$ cat src/rtl/pru_pkg.sv
// Package for the palette register unit: transaction structs, command,
// port and table codes, reset values and the sequencer state type.
// No dependencies.
`timescale 1ns / 1ps
`default_nettype none

package pru_pkg;

    // Input transaction
    typedef struct packed {
        logic [1:0] command;
        logic [2:0] port;
        logic [7:0] write_data;
        logic [2:0] lookup_table;
        logic [2:0] lookup_palette;
        logic [1:0] lookup_color;
    } t_item;

    // Result transaction
    typedef struct packed {
        logic [7:0] read_data;
        logic [4:0] red;
        logic [4:0] green;
        logic [4:0] blue;
    } t_result;

    // Commands
    localparam logic [1:0] CMD_READ   = 2'd0;
    localparam logic [1:0] CMD_WRITE  = 2'd1;
    localparam logic [1:0] CMD_LOOKUP = 2'd2;

    // Byte ports
    localparam logic [2:0] PORT_BG_MONO   = 3'd0;
    localparam logic [2:0] PORT_OBJ0_MONO = 3'd1;
    localparam logic [2:0] PORT_OBJ1_MONO = 3'd2;
    localparam logic [2:0] PORT_BG_INDEX  = 3'd3;
    localparam logic [2:0] PORT_BG_DATA   = 3'd4;
    localparam logic [2:0] PORT_OBJ_INDEX = 3'd5;
    localparam logic [2:0] PORT_OBJ_DATA  = 3'd6;
    localparam int         PORT_COUNT     = 7;
    localparam int         MONO_COUNT     = 3;

    // Lookup tables
    localparam logic [2:0] TABLE_BG_COLOUR  = 3'd3;
    localparam logic [2:0] TABLE_OBJ_COLOUR = 3'd4;

    // Configuration register indexes
    localparam int         CFG_IDX_W = 2;
    localparam int         GRAY_W    = 5;
    localparam logic [GRAY_W-1:0] GRAY_RESET_0 = 5'd31;
    localparam logic [GRAY_W-1:0] GRAY_RESET_1 = 5'd16;
    localparam logic [GRAY_W-1:0] GRAY_RESET_2 = 5'd8;
    localparam logic [GRAY_W-1:0] GRAY_RESET_3 = 5'd0;

    localparam logic [7:0] MONO_RESET = 8'hE4;

    // Index byte layout
    localparam int INDEX_AUTO_INC_BIT = 7;

    localparam int COLOUR_W          = 15;
    localparam int PALETTE_COUNT_DEF = 8;

    typedef enum logic {
        ST_IDLE,
        ST_EXEC
    } t_state;

endpackage

`default_nettype wire

$ cat src/rtl/pru_colour_ram.sv
// Colour palette RAM: one write port, one read port with registered data.
// Per-entry valid bits cleared by reset make unwritten entries read as zero.
// Depends on pru_pkg.
`timescale 1ns / 1ps
`default_nettype none

module pru_colour_ram
    import pru_pkg::*;
#(
    parameter int ADDR_W = 6
) (
    input  wire logic                i_clk,
    input  wire logic                i_rst_n,
    input  wire logic                i_rd_en,
    input  wire logic [ADDR_W-1:0]   i_rd_addr,
    output      logic [COLOUR_W-1:0] o_rd_data,
    input  wire logic                i_wr_en,
    input  wire logic [ADDR_W-1:0]   i_wr_addr,
    input  wire logic [COLOUR_W-1:0] i_wr_data
);

    localparam int DEPTH = 2 ** ADDR_W;

    logic [COLOUR_W-1:0] r_mem [DEPTH];
    logic [DEPTH-1:0]    r_valid;
    logic [COLOUR_W-1:0] r_rd_data;
    logic                r_rd_valid;

    always_ff @(posedge i_clk) begin
        if (i_wr_en) begin
            r_mem[i_wr_addr] <= i_wr_data;
        end
        if (i_rd_en) begin
            r_rd_data <= r_mem[i_rd_addr];
        end
    end

    always_ff @(posedge i_clk) begin
        if (!i_rst_n) begin
            r_valid    <= '0;
            r_rd_valid <= 1'b0;
        end else begin
            if (i_wr_en) begin
                r_valid[i_wr_addr] <= 1'b1;
            end
            if (i_rd_en) begin
                r_rd_valid <= r_valid[i_rd_addr];
            end
        end
    end

    assign o_rd_data = r_rd_valid ? r_rd_data : '0;

endmodule

`default_nettype wire

$ cat src/rtl/palette_register_unit_core.sv
// Top level of the palette register unit: command sequencer, byte port and
// gray level registers, result register. Depends on pru_pkg, pru_colour_ram.
`timescale 1ns / 1ps
`default_nettype none

// A command is taken when i_start is high and o_busy is low. The accept edge
// launches the colour RAM read, the next cycle executes the command (o_busy
// is high then; a data port write does its read-modify-write there), and the
// result sits on o_result for exactly one cycle with o_done high, in the same
// cycle in which the next command may be accepted; no command is taken while
// one executes. Every command gives exactly one result; the receiver cannot
// stall it. Reset clears the colour RAM at once through per-entry valid bits,
// so no clearing pass is needed. The user must write gray levels through
// i_cfg_we / i_cfg_idx / i_cfg_data only while idle; the block does not enforce this.
module palette_register_unit_core
    import pru_pkg::*;
#(
    parameter int PALETTE_COUNT = PALETTE_COUNT_DEF
) (
    input  wire logic                 i_clk,
    input  wire logic                 i_rst_n,
    input  wire logic                 i_start,
    output      logic                 o_busy,
    input  wire t_item                i_item,
    output      logic                 o_done,
    output      t_result              o_result,
    input  wire logic                 i_cfg_we,
    input  wire logic [CFG_IDX_W-1:0] i_cfg_idx,
    input  wire logic [GRAY_W-1:0]    i_cfg_data
);

    localparam int PAL_W  = (PALETTE_COUNT > 1) ? $clog2(PALETTE_COUNT) : 1;
    localparam int ADDR_W = 1 + PAL_W + 2;
    localparam logic [3:0] PAL_LIMIT = 4'(PALETTE_COUNT);

    t_state r_state, n_state;
    t_item  r_item;
    logic [ADDR_W-1:0] r_ram_addr;

    logic [7:0]        r_port_bytes [PORT_COUNT];
    logic [7:0]        n_port_bytes [PORT_COUNT];
    logic [7:0]        r_mono [MONO_COUNT];
    logic [7:0]        n_mono [MONO_COUNT];
    logic [GRAY_W-1:0] r_gray [4];

    t_result r_result, n_result;
    logic    r_done;

    logic accept;
    logic exec;

    // RAM address formed at accept
    logic              acc_sel;
    logic [2:0]        acc_pal;
    logic [1:0]        acc_col;
    logic [7:0]        acc_index;
    logic [ADDR_W-1:0] rd_addr;

    // Exec cycle
    logic [COLOUR_W-1:0] ram_word;
    logic                ram_we;
    logic [COLOUR_W-1:0] ram_wdata;
    logic [7:0]          ex_index;
    logic [2:0]          ex_index_port;
    logic [1:0]          shade;

    // ---------------- sequencer ----------------
    always_comb begin
        n_state = r_state;
        unique case (r_state)
            ST_IDLE: if (i_start) n_state = ST_EXEC;
            ST_EXEC: n_state = ST_IDLE;
            default: n_state = ST_IDLE;
        endcase
    end

    always_comb begin
        o_busy = 1'b0;
        exec   = 1'b0;
        unique case (r_state)
            ST_IDLE: o_busy = 1'b0;
            ST_EXEC: begin
                o_busy = 1'b1;
                exec   = 1'b1;
            end
            default: o_busy = 1'b0;
        endcase
    end

    assign accept = i_start && !o_busy;

    always_ff @(posedge i_clk) begin
        if (!i_rst_n) begin
            r_state <= ST_IDLE;
        end else begin
            r_state <= n_state;
        end
    end

    // ---------------- read launch ----------------
    always_comb begin
        acc_index = (i_item.port == PORT_OBJ_DATA) ? r_port_bytes[PORT_OBJ_INDEX]
                                                   : r_port_bytes[PORT_BG_INDEX];
        if (i_item.command == CMD_LOOKUP) begin
            acc_sel = (i_item.lookup_table == TABLE_OBJ_COLOUR);
            acc_pal = i_item.lookup_palette;
            acc_col = i_item.lookup_color;
        end else begin
            acc_sel = (i_item.port == PORT_OBJ_DATA);
            acc_pal = acc_index[5:3];
            acc_col = acc_index[2:1];
        end
        rd_addr = {acc_sel, acc_pal[PAL_W-1:0], acc_col};
    end

    always_ff @(posedge i_clk) begin
        if (accept) begin
            r_item     <= i_item;
            r_ram_addr <= rd_addr;
        end
    end

    pru_colour_ram #(
        .ADDR_W (ADDR_W)
    ) u_colour_ram (
        .i_clk     (i_clk),
        .i_rst_n   (i_rst_n),
        .i_rd_en   (accept),
        .i_rd_addr (rd_addr),
        .o_rd_data (ram_word),
        .i_wr_en   (ram_we),
        .i_wr_addr (r_ram_addr),
        .i_wr_data (ram_wdata)
    );

    // ---------------- execute ----------------
    always_comb begin
        n_port_bytes  = r_port_bytes;
        n_mono        = r_mono;
        n_result      = '0;
        ram_we        = 1'b0;
        ram_wdata     = ram_word;
        ex_index_port = (r_item.port == PORT_OBJ_DATA) ? PORT_OBJ_INDEX : PORT_BG_INDEX;
        ex_index      = r_port_bytes[ex_index_port];
        shade         = 2'd0;

        if (exec) begin
            unique case (r_item.command)
                CMD_READ: begin
                    if (r_item.port < 3'(PORT_COUNT)) begin
                        n_result.read_data = r_port_bytes[r_item.port];
                    end
                end
                CMD_WRITE: begin
                    if (r_item.port < 3'(PORT_COUNT)) begin
                        n_port_bytes[r_item.port] = r_item.write_data;
                    end
                    case (r_item.port) inside
                        PORT_BG_MONO, PORT_OBJ0_MONO, PORT_OBJ1_MONO: begin
                            n_mono[r_item.port[1:0]] = r_item.write_data;
                        end
                        PORT_BG_DATA, PORT_OBJ_DATA: begin
                            ram_we = ({1'b0, ex_index[5:3]} < PAL_LIMIT);
                            if (!ex_index[0]) begin
                                ram_wdata = {ram_word[14:8], r_item.write_data};
                            end else begin
                                ram_wdata = {r_item.write_data[6:0], ram_word[7:0]};
                            end
                            if (ex_index[INDEX_AUTO_INC_BIT]) begin
                                n_port_bytes[ex_index_port] =
                                    {ex_index[7:6], ex_index[5:0] + 6'd1};
                            end
                        end
                        default: ;
                    endcase
                end
                CMD_LOOKUP: begin
                    if (r_item.lookup_table < 3'(MONO_COUNT)) begin
                        shade = r_mono[r_item.lookup_table[1:0]][2*r_item.lookup_color +: 2];
                        n_result.red   = r_gray[shade];
                        n_result.green = r_gray[shade];
                        n_result.blue  = r_gray[shade];
                    end else if ((r_item.lookup_table == TABLE_BG_COLOUR
                                  || r_item.lookup_table == TABLE_OBJ_COLOUR)
                                 && ({1'b0, r_item.lookup_palette} < PAL_LIMIT)) begin
                        n_result.red   = ram_word[4:0];
                        n_result.green = ram_word[9:5];
                        n_result.blue  = ram_word[14:10];
                    end
                end
                default: ;
            endcase
        end
    end

    always_ff @(posedge i_clk) begin
        if (!i_rst_n) begin
            for (int i = 0; i < PORT_COUNT; i++) r_port_bytes[i] <= '0;
            for (int i = 0; i < MONO_COUNT; i++) r_mono[i] <= MONO_RESET;
            r_gray[0] <= GRAY_RESET_0;
            r_gray[1] <= GRAY_RESET_1;
            r_gray[2] <= GRAY_RESET_2;
            r_gray[3] <= GRAY_RESET_3;
            r_done    <= 1'b0;
        end else begin
            r_port_bytes <= n_port_bytes;
            r_mono       <= n_mono;
            if (i_cfg_we) begin
                r_gray[i_cfg_idx] <= i_cfg_data;
            end
            r_done <= exec;
        end
    end

    always_ff @(posedge i_clk) begin
        if (exec) begin
            r_result <= n_result;
        end
    end

    assign o_done   = r_done;
    assign o_result = r_done ? r_result : '0;

    // ---------------- assertions ----------------
    a_done_after_exec: assert property (@(posedge i_clk) disable iff (!i_rst_n)
        o_done |-> $past(r_state == ST_EXEC))
        else $error("result strobe without an executed transaction");

    a_exec_one_cycle: assert property (@(posedge i_clk) disable iff (!i_rst_n)
        (r_state == ST_EXEC) |=> (r_state == ST_IDLE) && o_done)
        else $error("execute cycle did not complete in one cycle");

    a_ram_write_in_exec: assert property (@(posedge i_clk) disable iff (!i_rst_n)
        ram_we |-> exec && (r_item.command == CMD_WRITE))
        else $error("colour RAM written outside a data write");

    a_no_colour_on_access: assert property (@(posedge i_clk) disable iff (!i_rst_n)
        exec && (r_item.command != CMD_LOOKUP) |=>
            (o_result.red == '0) && (o_result.green == '0) && (o_result.blue == '0))
        else $error("colour fields set on a register access");

    a_no_read_data_on_lookup: assert property (@(posedge i_clk) disable iff (!i_rst_n)
        exec && (r_item.command != CMD_READ) |=> (o_result.read_data == '0))
        else $error("read data set on a non-read transaction");

endmodule

`default_nettype wire
$ cat config.mk
export PLATFORM = sky130hd
export DESIGN_NAME = palette_register_unit_core
export DESIGN_NICKNAME = d
export VERILOG_FILES = /design/src/rtl/pru_pkg.sv /design/src/rtl/pru_colour_ram.sv /design/src/rtl/palette_register_unit_core.sv
export SDC_FILE = /design/constraint.sdc
export NUM_CORES = 2
export LEC_CHECK = 0
export ABC_AREA = 1
export BUFFER_PORTS_ARGS = -buffer_cell sky130_fd_sc_hd__buf_2
export CORE_ASPECT_RATIO = 1.5
export CORE_MARGIN = 4
export CORE_UTILIZATION = 50
export CTS_CLUSTER_SIZE = 14
export DETAILED_ROUTE_END_ITERATION = 8
export GPL_TIMING_DRIVEN = 0
export PLACE_DENSITY = 0.62
export SKIP_LAST_GASP = 1
export SLEW_MARGIN = 20
export SYNTH_ARGS = -nofsm -noshare
export SYNTH_HDL_FRONTEND = slang
export SYNTH_SLANG_ARGS = --single-unit
$ cat constraint.sdc
create_clock -name i_clk -period 7.18 [get_ports i_clk]
set_input_delay 1.077 -clock i_clk [delete_from_list [all_inputs] [get_ports i_clk]]
set_output_delay 1.077 -clock i_clk [all_outputs]
set_load 0.02 [all_outputs]
======== Word-level counts from Yosys, hierarchy flattened ========
Memory sizes are Yosys's and may differ from the RTL's. A register that Yosys moved wholly into a read port is not among the register bits.
Index checks and enable logic that the tools add are counted.
word-level totals
  bits in writable memories ............... 980
  memories kept ........................... 2
  input bits .............................. 32
  flip-flop bits (word level) ............. 194
  word-level logic and storage cells ...... 131
  output and inout port bits .............. 25
operators by class
  reductions and logical operators ........ 15
  $lt $le $gt $ge ......................... 12
  mux-type cells .......................... 59
  equality and inequality tests ........... 11
  shift operators ......................... 1
  add/subtract/negate cells ............... 1
  bitwise operators ....................... 6
memory list
  name                words  bits a word  read ports  clocked after memory_dff  wr ports  RTL line                          RTL
  u_colour_ram.r_mem  64     15           1           1                         1         pru_colour_ram.sv:24              logic [COLOUR_W-1:0] r_mem [DEPTH];
  r_gray              4      5            1           0                         4         palette_register_unit_core.sv:44  logic [GRAY_W-1:0] r_gray [4];
operator list
  kind                                                                   count
  56-bit two-way mux                                                     6
  15-bit two-way mux                                                     8
  56-bit bitwise mux                                                     2
  8-bit two-way mux                                                      9
  64-bit bitwise OR                                                      1
  8-bit binary-select mux with 3-bit select                              2
  8-bit demux with 3-bit select                                          2
  24-bit bitwise mux                                                     1
  23-bit two-way mux                                                     1
  8-bit binary-select mux with 2-bit select                              1
  8-bit demux with 2-bit select                                          1
  1-bit two-way mux                                                      16
  3-bit equality test, second input constant                             5
  6-bit by 7-bit < comparator with 1-bit output, second input constant   2
  4-bit >= comparator, second input constant                             2
  4-bit by 1-bit < comparator with 1-bit output, second input constant   2
  3-bit NOT with 4-bit output                                            2
  8-bit by 4-bit variable part select with 2-bit output                  1
  6-bit by 1-bit adder with 6-bit output, second input constant          1
  1-bit binary-select mux with 6-bit select                              1
  1-bit demux with 6-bit select                                          1
  3-bit by 2-bit equality test with 1-bit output, second input constant  2
  3-bit >= comparator, second input constant                             2
  6-bit by 1-bit >= comparator with 1-bit output, second input constant  1
  other kinds (23)                                                       33

======== Logic depth before layout (Yosys ltp) ========
  depth after elaboration ................. 13
  mapped depth ............................ 18
  depth with buffers taken out ............ 15

======== By module ========
A second synthesis with hierarchy kept.
second synthesis, totals
  cells, all modules ...................... 4338
  area total of the unflattened synthesis .. 48435.2 sq um
by module, submodules not included
  module                      instances  seq. area each (sq um)  cells each  area an instance (sq um)
  pru_colour_ram              1          30579.3                 3474        41423.5
  palette_register_unit_core  1          3653.5                  864         7011.7

======== Least setup slack after synthesis ========
OpenSTA, ideal clock, no wires.
  kind .................................... reg2reg
  from .................................... register r_state
  to ...................................... memory u_colour_ram.r_mem[0][0] (data pin)
  arrival ................................. 4.677 ns
  period minus slack after synthesis ...... 5.379 ns
  setup slack ............................. 1.801 ns
  stages on the path, launching flop included .. 8
  library setup time ...................... 0.701 ns
  path buffers ............................ 2
  required time ........................... 6.479 ns
  path through ............................ dfxtp_1 -> nand2_1 -> nor2_1 -> inv_1 -> or2_2 -> clkbuf_1 -> buf_2 -> o21ai_0
on the way
  longest elaborated chain between the ends .. 2
ends and longest elaborated chain
  what                    RTL line                           RTL
  start, declared         palette_register_unit_core.sv:36   t_state r_state, n_state;
  start signal, assigned  palette_register_unit_core.sv:96   r_state <= n_state;
  1-bit two-way mux       palette_register_unit_core.sv:80   unique case (r_state)
  15-bit two-way mux      palette_register_unit_core.sv:147  if (exec) begin
  named net ram_wdata[0]  palette_register_unit_core.sv:62   logic [COLOUR_W-1:0] ram_wdata;
  end, declared           pru_colour_ram.sv:24
The timed path passes the listed nets, and every way through them passes these cells.

======== Worst setup path after layout ========
  from .................................... register r_state
  to ...................................... memory u_colour_ram.r_mem[61][3] (enable)
on the way
  longest elaborated chain between the ends .. 4
ends and longest elaborated chain
  what                                     RTL line                           RTL
  1-bit two-way mux                        palette_register_unit_core.sv:80
  1-bit two-way mux                        palette_register_unit_core.sv:147
  1-bit two-way mux                        pru_colour_ram.sv:30               if (i_wr_en) begin
  1-bit two-way mux (not written as such)  pru_colour_ram.sv:31               r_mem[i_wr_addr] <= i_wr_data;
No other way between the ends.

==> run metrics <==
DR vias=approximately 34000; startpoint class of the critical path=register; vias in the first global route=32801; TritonCTS Buffers=109; Final ANT Viol Nets=0; cells after synthesis=about 4100; # resized after CTS=0; hold_buf cts=0; total global-route track usage=29.7%; final wirelength=156000 um; Net Sw Frac=24.2%; Pwr Density=approximately 260 mW/mm2; Slew @ Worst Pin=1210 ps; CTS root buffer=clkbuf_16; Clock Power Share=39.4%; Crit Path Max Fanout=27; max cap viols=0; Worst Hold Class=reg2reg; total power=about 15000 uW; crit-path cells=nand2_1, nor2_1, inv_1, nor2_1, nand3_1, nor2_2, buf_6; Layout area overhead=15.3%; syn nets=4099; clk sinks=1189; Rows=140; slowest CP cell=nor2_2; max-slew violations=0; first-iteration detailed-routing DRC count=3984; H-tree levels=3; CTS tree=built; routability cong.=0.957; core area=0.0970 mm2; clk_skew=21.7 ps; Net Sw Power=3580 uW; Total Die Area=0.103 mm2; Synth Cell Area=about 0.049 mm2; number of flops mapped to enable cells by yosys=about 1000; Buffers on Ports=55; first-pass GRT wire length=223000 um; syn avg cell area=~12 um2; Initial Utilization=roughly half; CP top delay family=simple AND/OR/NAND/NOR gates; First-pass DRT Iterations=7; Yosys reg bits=around 1200; Worst-path clk slew=about 60 ps; Vias/cell=just under 6; Tcrit/Tclk final=56.6%; part of the power in registers=between 50% and 60%; Die Ht=391 um; Leakage=between 0.015 and 0.02 uW; share of cells above drive strength 1=13.6%; DP Wirelength=114000 um; GR Overflow Total=0; share of synthesized registers carrying an async set or reset=0%; Post-CTS Repair Setup Buffers=0; Crit Path Class=reg2reg; Antenna Cells=0; Distinct cells, synth=45; worst skew pair latency=720 ps; Hold Fails Final Rpt=0; Critical Path End Type=register; slowest stage delay, CP=about 800 ps; unrepaired setup endpoints after global routing=false; Slew HR=18.8%; fmax=roughly 0.25 GHz; Util after Layout=58.0%; routed length per instance=27.3 um; Worst IR Drop VDD=0.000168 V; # setup viols final=0; Critical Path RT=7610 ps; yosys warns=0; nets=4358; pin count of the biggest net entering global routing=33; commonest non-fill, non-tap cell in the layout=edfxtp_1; antenna violations before repair=2; drt drc=0; WP data arrival=4490 ps; status=completed; die width=263 um; Top FF cell, synth=edfxtp_1; I/O Pins=57; Most common cell on crit path=nor2_1; Int Pwr=~11000 uW; combinational power share=9.2%; most frequent cells in the layout=1042 x edfxtp_1, 475 x o211ai_1, 435 x nor2_1; Seq/Total Area, Yosys=70.1%; clock tree buffer depth=3; min Tclk post-route=4060 ps; hold slack=455 ps; CP bufs+invs=2
## metrics by stage
step	setup WS [ps]	TNS (ps)	instance area, um2	cells
final	3120	0	56300	5697
after global routing	3010	0	56300	5697
after CTS	2830	0	56300	5697
after detailed placement	2680	0	52700	5492
after global placement	-4960	-3665100	50700	5399
after floorplan	1800	0	48800	4066
## layer usage
layer / GRT usage (%) / vias to the layer above / wire length, um
met4: 21.6 / 0 / 13600
met1: 33.8 / 16556 / 54500
li1: - / 15252 / -
met3: 3.90 / 488 / 10200
met5: 0 / - / 0
met2: 51.7 / 1561 / 77500
## power groups by stage
| stage | clock network (uW) | logic (uW) | registers [uW] |
|---|---|---|---|
| after floorplan | 0 | 667 | 7770 |
| after global placement | 0 | 1200 | 7830 |
| after detailed placement | 0 | 1330 | 7760 |
| after CTS | 5870 | 1340 | 7610 |
| after global routing | 6150 | 1420 | 7610 |
| final | 5830 | 1360 | 7620 |
## worst paths after layout
| path | start | endpoint | slack, ps | depth (start not counted) |
|---|---|---|---|---|
| setup / recovery | r_state | u_colour_ram.r_mem[61][3] | 3120 | 7 |
| hold / removal | r_port_bytes[30] | r_port_bytes[30] | 460 | 2 |
| setup reg to reg | r_state | u_colour_ram.r_mem[61][3] | 3120 | 7 |
| hold reg to reg | r_port_bytes[30] | r_port_bytes[30] | 460 | 2 |
## logic make-up (layout without fill, tap and decap cells)
| logic type | count (synthesis) | count (layout) | synth area share, % |
|---|---|---|---|
| and+or+nand+nor | 1372 | 1372 | 12.3 |
| DFF | 1189 | 1189 | 70.1 |
| AOI/OAI and AO/OA | 973 | 973 | 12.7 |
| buffers and inverters | 527 | 880 | 4.82 |
| xor gates and xnor gates | 4 | 4 | 0.0718 |
| adders and majority gates | 1 | 1 | 0.0256 |
## final cells by class
cell class | instances | area (um2)
multi-input combinational | 2350 | 12600
timing repair buffer | 148 | 1980
tap | 1278 | 1600
fill | 7891 | 40700
clock inverter | 58 | 509
clock buffer | 147 | 3050
sequential | 1189 | 34200
buffer | 258 | 1340
inverter | 269 | 1010
## sequential cells by signal, summed over array words and instances, names as in the netlist
register,flops
r_mono,24
u_colour_ram.r_rd_data,15
r_result,23
u_colour_ram.r_rd_valid,1
o_done,1
r_state,1
r_ram_addr,6
r_port_bytes,56
r_gray,20
u_colour_ram.r_mem,960
r_item,18
u_colour_ram.r_valid,64
## tightest hold or removal path: stages (launching register included)
cell and delay [ps]:
dfxtp_1 300, inv_1 60, a21oi_1 50
## Yosys cell counts, types with 60 or more instances
cell,count,area share (%)
edfxtp_1,1042,64
nor2_1,499,3.8
o211ai_1,475,7.3
nand2_1,397,3.1
o21ai_0,308,3.2
nand3_1,289,3.0
inv_1,260,2.0
dfxtp_1,147,6.0
buf_2,113,1.2
clkbuf_1,91,0.70
a21oi_1,90,0.92
or2_0,60,0.77
or2_1,60,0.77
Note: power is estimated with default switching activity, not from simulation.
